$ cat src/rtl/core/slot_store_min_max_average_macros.svh
// Assertion macros used by the slot store top level.
// Depends on nothing; included by the files that carry assertions.
`ifndef SLOT_STORE_MIN_MAX_AVERAGE_MACROS_SVH
`define SLOT_STORE_MIN_MAX_AVERAGE_MACROS_SVH

`ifndef ASSERT_OFF
// property checked outside reset
`define SSMMA_ASSERT(lbl, clk, rstn, prop, msg) \
    lbl: assert property (@(posedge clk) disable iff (!rstn) prop) else $error(msg);
// property checked on every edge, reset included
`define SSMMA_ASSERT_ALWAYS(lbl, clk, prop, msg) \
    lbl: assert property (@(posedge clk) prop) else $error(msg);
`else
`define SSMMA_ASSERT(lbl, clk, rstn, prop, msg)
`define SSMMA_ASSERT_ALWAYS(lbl, clk, prop, msg)
`endif

`endif

$ cat src/rtl/core/ssmma_pkg.sv
// Types and constants of the slot store with min / max / mean statistics.
// Depends on nothing; imported by the top level.
package ssmma_pkg;

    localparam int unsigned SLOTS_DEFAULT = 16;
    localparam int unsigned SLOT_W        = 6;
    localparam int unsigned VALUE_W       = 32;
    localparam int unsigned COUNT_W       = 7;

    // access kind codes
    localparam logic KIND_WRITE = 1'b0;
    localparam logic KIND_READ  = 1'b1;

    typedef struct packed {
        logic                      kind;
        logic [SLOT_W-1:0]         slot;
        logic signed [VALUE_W-1:0] value;
    } in_word_t;

    typedef struct packed {
        logic signed [VALUE_W-1:0] read_value;
        logic                      read_valid;
        logic                      range_error;
        logic signed [VALUE_W-1:0] min_value;
        logic signed [VALUE_W-1:0] max_value;
        logic signed [VALUE_W-1:0] avg_value;
        logic [COUNT_W-1:0]        valid_count;
        logic                      none_valid;
    } out_word_t;

endpackage

$ cat src/rtl/core/slot_store_min_max_average.sv
// Each accepted word passes the slot access, a scan of all slots (one slot a cycle) and the
// bit-serial divider before its result word; the divider is skipped when no slot holds a
// value. One word is in work at a time; a new word
// is taken while the previous result still waits in the output register.
// Reset (aresetn low, synchronous) empties every slot and drops m_valid.
// Slot store top: FSM, valid bits, scan accumulator; uses ssmma_pkg, ssmma_mem, ssmma_div.
`include "slot_store_min_max_average_macros.svh"

module slot_store_min_max_average import ssmma_pkg::*; #(
    parameter int unsigned SLOTS = SLOTS_DEFAULT
) (
    input  logic      aclk,
    input  logic      aresetn,
    input  logic      s_valid,
    output logic      s_ready,
    input  in_word_t  s_data,
    output logic      m_valid,
    input  logic      m_ready,
    output out_word_t m_data
);

    localparam int unsigned AW = (SLOTS > 1) ? $clog2(SLOTS) : 1;
    localparam int unsigned CW = $clog2(SLOTS + 1);
    localparam int unsigned SW = VALUE_W + CW;
    localparam logic [CW-1:0]     SLOTS_C    = CW'(SLOTS);
    localparam logic [SLOT_W:0]   SLOT_LIMIT = (SLOT_W + 1)'(SLOTS);

    typedef enum logic [4:0] {
        ST_IDLE  = 5'b00001,
        ST_RDATA = 5'b00010,
        ST_SCAN  = 5'b00100,
        ST_DIV   = 5'b01000,
        ST_DONE  = 5'b10000
    } state_t;

    state_t                    state_reg, state_next;
    logic                      kind_reg, kind_next;
    logic                      bad_reg, bad_next;
    logic [AW-1:0]             slot_reg, slot_next;
    logic signed [VALUE_W-1:0] rd_value_reg, rd_value_next;
    logic                      rd_ok_reg, rd_ok_next;
    logic [CW-1:0]             scan_idx_reg, scan_idx_next;
    logic                      tap_vld_reg, tap_vld_next;
    logic [AW-1:0]             tap_idx_reg, tap_idx_next;
    logic [CW-1:0]             count_reg, count_next;
    logic signed [SW-1:0]      sum_reg, sum_next;
    logic signed [VALUE_W-1:0] min_reg, min_next;
    logic signed [VALUE_W-1:0] max_reg, max_next;
    logic signed [VALUE_W-1:0] avg_reg, avg_next;
    logic [SLOTS-1:0]          filled_reg;
    logic                      m_valid_reg;
    out_word_t                 m_data_reg;

    logic                      in_bad;
    logic [AW-1:0]             in_addr;
    logic                      fill_en;
    logic                      load_out;
    logic                      mem_wr_en;
    logic                      mem_rd_en;
    logic [AW-1:0]             mem_rd_addr;
    logic [VALUE_W-1:0]        mem_rd_data;
    logic signed [VALUE_W-1:0] tap_x;
    logic                      div_start;
    logic                      div_busy;
    logic                      div_done;
    logic [SW-1:0]             div_num;
    logic [SW-1:0]             div_quo;
    logic [VALUE_W-1:0]        quo_low;

    assign in_bad  = ({1'b0, s_data.slot} >= SLOT_LIMIT);
    assign in_addr = s_data.slot[AW-1:0];
    assign tap_x   = signed'(mem_rd_data);
    assign div_num = sum_reg[SW-1] ? SW'(-sum_reg) : SW'(sum_reg);
    assign quo_low = div_quo[VALUE_W-1:0];
    assign s_ready = (state_reg == ST_IDLE);

    ssmma_mem #(
        .DEPTH  (SLOTS),
        .ADDR_W (AW),
        .DATA_W (VALUE_W)
    ) u_mem (
        .aclk    (aclk),
        .wr_en   (mem_wr_en),
        .wr_addr (in_addr),
        .wr_data (s_data.value),
        .rd_en   (mem_rd_en),
        .rd_addr (mem_rd_addr),
        .rd_data (mem_rd_data)
    );

    ssmma_div #(
        .NUM_W (SW),
        .DEN_W (CW)
    ) u_div (
        .aclk     (aclk),
        .aresetn  (aresetn),
        .start    (div_start),
        .dividend (div_num),
        .divisor  (count_reg),
        .busy     (div_busy),
        .done     (div_done),
        .quotient (div_quo)
    );

    // sequencer: access, scan of all slots, divide (skipped when no slot is filled), hand over
    always_comb begin
        state_next    = state_reg;
        kind_next     = kind_reg;
        bad_next      = bad_reg;
        slot_next     = slot_reg;
        rd_value_next = rd_value_reg;
        rd_ok_next    = rd_ok_reg;
        scan_idx_next = scan_idx_reg;
        tap_vld_next  = tap_vld_reg;
        tap_idx_next  = tap_idx_reg;
        count_next    = count_reg;
        sum_next      = sum_reg;
        min_next      = min_reg;
        max_next      = max_reg;
        avg_next      = avg_reg;
        fill_en       = 1'b0;
        load_out      = 1'b0;
        mem_wr_en     = 1'b0;
        mem_rd_en     = 1'b0;
        mem_rd_addr   = in_addr;
        div_start     = 1'b0;

        unique case (state_reg)
            ST_IDLE: begin
                if (s_valid) begin
                    kind_next  = s_data.kind;
                    bad_next   = in_bad;
                    slot_next  = in_addr;
                    if (!in_bad) begin
                        if (s_data.kind == KIND_WRITE) begin
                            mem_wr_en = 1'b1;
                            fill_en   = 1'b1;
                        end else begin
                            mem_rd_en = 1'b1;
                        end
                    end
                    state_next = ST_RDATA;
                end
            end
            ST_RDATA: begin
                // read data of the accessed slot is on the memory output now
                rd_ok_next    = (kind_reg == KIND_READ) && !bad_reg && filled_reg[slot_reg];
                rd_value_next = rd_ok_next ? signed'(mem_rd_data) : '0;
                scan_idx_next = '0;
                tap_vld_next  = 1'b0;
                count_next    = '0;
                sum_next      = '0;
                min_next      = '0;
                max_next      = '0;
                state_next    = ST_SCAN;
            end
            ST_SCAN: begin
                // issue one slot read per cycle
                tap_vld_next = 1'b0;
                if (scan_idx_reg != SLOTS_C) begin
                    mem_rd_en     = 1'b1;
                    mem_rd_addr   = scan_idx_reg[AW-1:0];
                    tap_vld_next  = 1'b1;
                    tap_idx_next  = scan_idx_reg[AW-1:0];
                    scan_idx_next = scan_idx_reg + 1'b1;
                end
                // fold the slot whose data arrived
                if (tap_vld_reg && filled_reg[tap_idx_reg]) begin
                    count_next = count_reg + 1'b1;
                    sum_next   = sum_reg + SW'(tap_x);
                    if ((count_reg == '0) || (tap_x < min_reg)) begin
                        min_next = tap_x;
                    end
                    if ((count_reg == '0) || (tap_x > max_reg)) begin
                        max_next = tap_x;
                    end
                end
                // scan drained
                if (!tap_vld_reg && (scan_idx_reg == SLOTS_C)) begin
                    if (count_reg == '0) begin
                        avg_next   = '0;
                        state_next = ST_DONE;
                    end else begin
                        div_start  = 1'b1;
                        state_next = ST_DIV;
                    end
                end
            end
            ST_DIV: begin
                // magnitude quotient, sign restored: truncation toward zero
                if (div_done) begin
                    avg_next   = sum_reg[SW-1] ? signed'(-quo_low) : signed'(quo_low);
                    state_next = ST_DONE;
                end
            end
            ST_DONE: begin
                if (!m_valid_reg || m_ready) begin
                    load_out   = 1'b1;
                    state_next = ST_IDLE;
                end
            end
            default: begin
                state_next = ST_IDLE;
            end
        endcase
    end

    // control registers
    always_ff @(posedge aclk) begin
        if (!aresetn) begin
            state_reg   <= ST_IDLE;
            tap_vld_reg <= 1'b0;
            filled_reg  <= '0;
            m_valid_reg <= 1'b0;
        end else begin
            state_reg   <= state_next;
            tap_vld_reg <= tap_vld_next;
            if (fill_en) begin
                filled_reg[in_addr] <= 1'b1;
            end
            if (load_out) begin
                m_valid_reg <= 1'b1;
            end else if (m_ready) begin
                m_valid_reg <= 1'b0;
            end
        end
    end

    // payload registers
    always_ff @(posedge aclk) begin
        kind_reg     <= kind_next;
        bad_reg      <= bad_next;
        slot_reg     <= slot_next;
        rd_value_reg <= rd_value_next;
        rd_ok_reg    <= rd_ok_next;
        scan_idx_reg <= scan_idx_next;
        tap_idx_reg  <= tap_idx_next;
        count_reg    <= count_next;
        sum_reg      <= sum_next;
        min_reg      <= min_next;
        max_reg      <= max_next;
        avg_reg      <= avg_next;
        if (load_out) begin
            m_data_reg.read_value  <= rd_value_reg;
            m_data_reg.read_valid  <= rd_ok_reg;
            m_data_reg.range_error <= bad_reg;
            m_data_reg.min_value   <= min_reg;
            m_data_reg.max_value   <= max_reg;
            m_data_reg.avg_value   <= avg_reg;
            m_data_reg.valid_count <= COUNT_W'(count_reg);
            m_data_reg.none_valid  <= (count_reg == '0);
        end
    end

    assign m_valid = m_valid_reg;
    assign m_data  = m_data_reg;

    // checks
    `SSMMA_ASSERT(a_accept_to_rdata, aclk, aresetn, (s_valid && s_ready) |=> (state_reg == ST_RDATA), "accepted word did not start the access")
    `SSMMA_ASSERT(a_idle_div_quiet, aclk, aresetn, s_ready |-> !div_busy, "divider busy while taking a new word")
    `SSMMA_ASSERT(a_done_in_div, aclk, aresetn, div_done |-> (state_reg == ST_DIV), "divider finished outside the divide state")
    `SSMMA_ASSERT(a_result_from_done, aclk, aresetn, $rose(m_valid) |-> $past(state_reg == ST_DONE), "result appeared without the hand-over state")
    `SSMMA_ASSERT(a_empty_flag, aclk, aresetn, m_valid |-> (m_data.none_valid == (m_data.valid_count == '0)), "empty flag disagrees with count")
    `SSMMA_ASSERT_ALWAYS(a_reset_clears_out, aclk, !aresetn |=> !m_valid, "result valid after reset")

endmodule

$ cat src/rtl/core/ssmma_mem.sv
// Slot value memory: one write port, one read port, registered read data.
// Depends on nothing.
module ssmma_mem #(
    parameter int unsigned DEPTH  = 16,
    parameter int unsigned ADDR_W = 4,
    parameter int unsigned DATA_W = 32
) (
    input  logic              aclk,
    input  logic              wr_en,
    input  logic [ADDR_W-1:0] wr_addr,
    input  logic [DATA_W-1:0] wr_data,
    input  logic              rd_en,
    input  logic [ADDR_W-1:0] rd_addr,
    output logic [DATA_W-1:0] rd_data
);

    logic [DATA_W-1:0] mem [DEPTH];
    logic [DATA_W-1:0] rd_data_reg;

    // write and registered read
    always_ff @(posedge aclk) begin
        if (wr_en) begin
            mem[wr_addr] <= wr_data;
        end
        if (rd_en) begin
            rd_data_reg <= mem[rd_addr];
        end
    end

    assign rd_data = rd_data_reg;

endmodule

$ cat src/rtl/core/ssmma_div.sv
// Restoring divider, unsigned, one quotient bit per cycle.
// Depends on nothing; used by the top level for the mean.
module ssmma_div #(
    parameter int unsigned NUM_W = 37,
    parameter int unsigned DEN_W = 5
) (
    input  logic             aclk,
    input  logic             aresetn,
    input  logic             start,
    input  logic [NUM_W-1:0] dividend,
    input  logic [DEN_W-1:0] divisor,
    output logic             busy,
    output logic             done,
    output logic [NUM_W-1:0] quotient
);

    localparam int unsigned ITER_W = $clog2(NUM_W + 1);

    logic              busy_reg;
    logic              done_reg;
    logic [ITER_W-1:0] iter_reg;
    logic [DEN_W-1:0]  rem_reg;
    logic [DEN_W-1:0]  den_reg;
    logic [NUM_W-1:0]  quo_reg;

    logic [DEN_W:0]    trial;
    logic [DEN_W:0]    diff;
    logic              fits;

    // one trial subtraction per cycle; quotient bits shift in as dividend bits shift out
    assign trial = {rem_reg, quo_reg[NUM_W-1]};
    assign diff  = trial - {1'b0, den_reg};
    assign fits  = (trial >= {1'b0, den_reg});

    // control
    always_ff @(posedge aclk) begin
        if (!aresetn) begin
            busy_reg <= 1'b0;
            done_reg <= 1'b0;
            iter_reg <= '0;
        end else begin
            done_reg <= 1'b0;
            if (start) begin
                busy_reg <= 1'b1;
                iter_reg <= ITER_W'(NUM_W);
            end else if (busy_reg) begin
                iter_reg <= iter_reg - 1'b1;
                if (iter_reg == ITER_W'(1)) begin
                    busy_reg <= 1'b0;
                    done_reg <= 1'b1;
                end
            end
        end
    end

    // datapath
    always_ff @(posedge aclk) begin
        if (start) begin
            rem_reg <= '0;
            den_reg <= divisor;
            quo_reg <= dividend;
        end else if (busy_reg) begin
            rem_reg <= fits ? diff[DEN_W-1:0] : trial[DEN_W-1:0];
            quo_reg <= {quo_reg[NUM_W-2:0], fits};
        end
    end

    assign busy     = busy_reg;
    assign done     = done_reg;
    assign quotient = quo_reg;

endmodule
$ cat config.mk
export PLATFORM = sky130hd
export DESIGN_NAME = slot_store_min_max_average
export DESIGN_NICKNAME = d
export VERILOG_FILES = /design/src/rtl/core/ssmma_pkg.sv /design/src/rtl/core/slot_store_min_max_average.sv /design/src/rtl/core/ssmma_mem.sv /design/src/rtl/core/ssmma_div.sv
export VERILOG_INCLUDE_DIRS = /design/src /design/src/rtl/core
export SDC_FILE = /design/constraint.sdc
export NUM_CORES = 1
export LEC_CHECK = 0
export BUFFER_PORTS_ARGS = -buffer_cell sky130_fd_sc_hd__buf_4
export CORE_MARGIN = 8
export CORE_UTILIZATION = 50
export DETAILED_ROUTE_END_ITERATION = 12
export PLACE_DENSITY = 0.67
export REMOVE_ABC_BUFFERS = 1
export SYNTH_ARGS = -nofsm -noshare
export SYNTH_HDL_FRONTEND = slang
export SYNTH_SLANG_ARGS = --single-unit
$ cat constraint.sdc
create_clock -name aclk -period 19.7 [get_ports aclk]
set_input_delay 3.94 -clock aclk [delete_from_list [all_inputs] [get_ports aclk]]
set_output_delay 3.94 -clock aclk [all_outputs]
set_load 0.005 [all_outputs]
==> results.md <==
- Status: finished, final reports clean
- TritonCTS clock tree: built
- Setup Skew: 0.0188 ns
- Chip width: 297 microns
- Vias in the first global route: 22600
- Post_cts resized: 0
- Period utilisation layout: 34.0%
- Max Slew Vio Count: 0
- Setup bufs post-CTS: 0
- Most frequent cells in the layout: 908 x edfxtp_1, 260 x mux2i_1, 222 x buf_4
- Worst R2R End: u_mem.rd_data[18]$_DFFE_PP_
- Pwr per Cell Area: 101 nW/um^2
- Avg WL per Cell: 23.4 microns
- Remaining antenna violation count: 0
- Core box area: 78500 sq um
- Asr flop ratio synth: 0%
- Max Cap Viol: 0
- Remaining Overflow, GRT: 0
- Synth warn: 0
- WP data arrival: 7.08 ns
- GPL Wtd Cong: 0.841
- FP Rows: 103
- Number of remaining DRC errors: 0
- Critical Path Source Type: input port
- Final hold viol count: 0
- Sequential Power Share: 51.4%
- R2R Setup Slk: 14.45 ns
- Setup Viol. Count Final: 0
- Hold_buf cts: 0
- Post-Syn Instances: 2579
- Buffers added on ports: 180
- RSZ-0062 raised after global routing: no
- Crit-path leading delay family: buffers and inverters
- DRT Pass-1 Iters: 8
- Switch share: 23.3%
- Post-synth EDFFs: 908
- TNS Setup: 0 ns
- Worst-margin pin slew: 1.36 ns
- Largest net degree at the start of global routing: 158
- Worst hold path cell count: 0
- Critical-path cell list: buf_4 > a21oi_4 > buf_4 > buf_4 > mux2i_1 > o22ai_1 > or4_1
- Setup ws final: 13.00 ns
- DR iter-0 viols: 1912
- WL final: 91900 microns
- Hold/Removal Path Class: reg2reg
- Max VDD drop: 0.0634 mV
- Final #Nets: 2950
- Sink Count: 944
- Leak: 16.7 nW
- Max Freq: 149 MHz
- Layout area overhead: 15.1%
- Gr usage total: 20.2%
- Vias post-DR: 22400
- Max reg flops: 512
- Die ar.: 88100 sq um
- Top Ports: 183
- CTS H-tree lvls: 3
- Netlist cell types: 66
- Initial antenna violation count: 3
- Layout fillers: 6004
- Synthesized flop and latch total: 944
- Layout cells sized above 1: 14.4%
- Root buf cell: clkbuf_16
- R2R Path Start: scan_idx_reg[0]$_SDFFCE_PN0P_
- Crit path capture type: flip-flop
- Sequential-to-total area share from yosys stat: 71.0%
- Psw: 1.07 mW
- Area of the multi-input gates: 10900 sq um
- Vias per inst: 5.70
- CP max stage delay: 0.78 ns
- CTS buffer count: 94
- Critical-path top delay cell: buf_4
- Most frequent cell on the critical path: buf_4
- Clock Tree Buf Depth: 3
- Required time worst endpoint: 20.08 ns
- Synthesized area per cell: 15.3 sq um
- Comb pwr share: 9.5%
- Die Y: 297 microns
- Worst-skew pair later-pin latency: 0.65 ns
- R2R cell count: 11
- Fin crit period: 6.70 ns
- Starting Density: 50.2%
- Clock group share of total power: 39.1%
- Hold WS: 0.417 ns
- Critical path type: in2reg
- Internal power: 3.51 mW
- Main synth FF type: edfxtp_1
- Most common cell after layout, fill and taps aside: edfxtp_1
- Maximum fanout along the worst path: 51
- Mapped Area: 39400 sq um
- Hold EP: m_data[13]$_DFFE_PP_
- Slew margin rel.: 9.56%
- Dpl hpwl: 56300 microns
- DP Worst Slack: 12.38 ns
- WP buf/inv: 3
- First-pass GRT wire length: 138000 microns
- Hold_sp: avg_reg[5]$_SDFFCE_PN0P_
- Clk pin slew, worst setup/hold paths: 0.06 ns
- FF+latch area: 28000 sq um
-- worst max path at each step --
stage               slack [ns]                          end        from  cells past startpoint
floorplan                -3.30   u_mem.rd_data[0]$_DFFE_PP_  s_data[33]                      4
CTS                      13.08  u_mem.rd_data[18]$_DFFE_PP_  s_data[33]                      7
finish                   13.00  u_mem.rd_data[18]$_DFFE_PP_  s_data[33]                      7
global route             12.86  u_mem.rd_data[18]$_DFFE_PP_  s_data[33]                      7
global placement         12.44  u_mem.rd_data[15]$_DFFE_PP_  s_data[33]                      7
detailed placement       12.38  u_mem.rd_data[18]$_DFFE_PP_  s_data[33]                      7
-- routing by layer --
metal  GRT usage, %  wire [microns]  up-vias
li1               -               -    10400
met1           26.1           38200    11200
met2           34.8           46100      673
met3           3.36            5290      150
met4           6.23            2230        4
met5              0              27        -
-- logic make-up (layout without fill, tap and decap cells) --
logic type | Yosys count | after routing | synth area share, %
AND/OR/NAND/NOR | 500 | 500 | 6.58
multiplexers | 270 | 270 | 7.17
flip-flops | 944 | 944 | 71.0
XOR/XNOR | 102 | 102 | 2.27
buffers and inverters | 207 | 501 | 2.08
adder cells (fa/ha/maj) | 114 | 114 | 3.66
AO/OA/AOI/OAI | 441 | 441 | 7.25
other | 1 | 5 | 0.00951
-- synth_stat cells, types with 8 or more instances --
library cell | n | share of area [%]
o22ai_1 | 129 | 2.0
edfxtp_1 | 908 | 69
nand2_1 | 99 | 0.94
o21a_1 | 27 | 0.51
dfxtp_1 | 36 | 1.8
a21oi_1 | 63 | 0.80
a21boi_0 | 9 | 0.17
a211oi_1 | 14 | 0.27
xnor2_1 | 25 | 0.56
nor2b_1 | 8 | 0.13
mux2i_1 | 260 | 6.6
o31ai_1 | 14 | 0.27
buf_2 | 28 | 0.36
ha_1 | 112 | 3.6
o21ai_0 | 79 | 1.0
nand2b_1 | 20 | 0.32
clkbuf_1 | 66 | 0.63
and2_1 | 66 | 1.0
nand3_1 | 24 | 0.30
xor2_1 | 77 | 1.7
a31oi_1 | 17 | 0.27
nor3_1 | 24 | 0.30
o41ai_1 | 9 | 0.20
nor4_1 | 10 | 0.16
a21o_1 | 49 | 0.93
or4_1 | 38 | 0.72
buf_1 | 10 | 0.095
nand4_1 | 23 | 0.36
inv_1 | 101 | 0.96
nor2_1 | 139 | 1.3
mux4_2 | 10 | 0.57
or3_1 | 15 | 0.24
-- area by class of cell --
type / count / area share (%)
well taps: 1050 / 2.89
diodes: 3 / 0.0165
clock buffers: 124 / 5.50
flip-flops and latches: 944 / 61.7
multi-input cells: 1429 / 24.0
repair buffers: 223 / 3.72
clock inverters: 53 / 1.35
inverters: 101 / 0.835
-- metrics by stage --
step / total power [mW] / cells / area [sq um] / utilization [%]
floorplan: 2.73 / 2474 / 39000 / -
global placement: 2.81 / 3747 / 42300 / 53.9
detailed placement: 2.83 / 3747 / 42300 / 53.9
CTS: 4.61 / 3924 / 45400 / 57.8
global route: 4.74 / 3924 / 45400 / 57.8
finish: 4.58 / 3927 / 45400 / 57.8
-- power groups by stage --
| stage | clock [mW] | combinational, mW | sequential [mW] |
|---|---|---|---|
| after floorplan | 0 | 0.349 | 2.38 |
| after global placement | 0 | 0.421 | 2.39 |
| after detailed placement | 0 | 0.433 | 2.39 |
| after CTS | 1.83 | 0.435 | 2.35 |
| after global routing | 1.90 | 0.477 | 2.36 |
| final | 1.79 | 0.434 | 2.35 |
No activity file was read; power rests on OpenSTA's default activity.
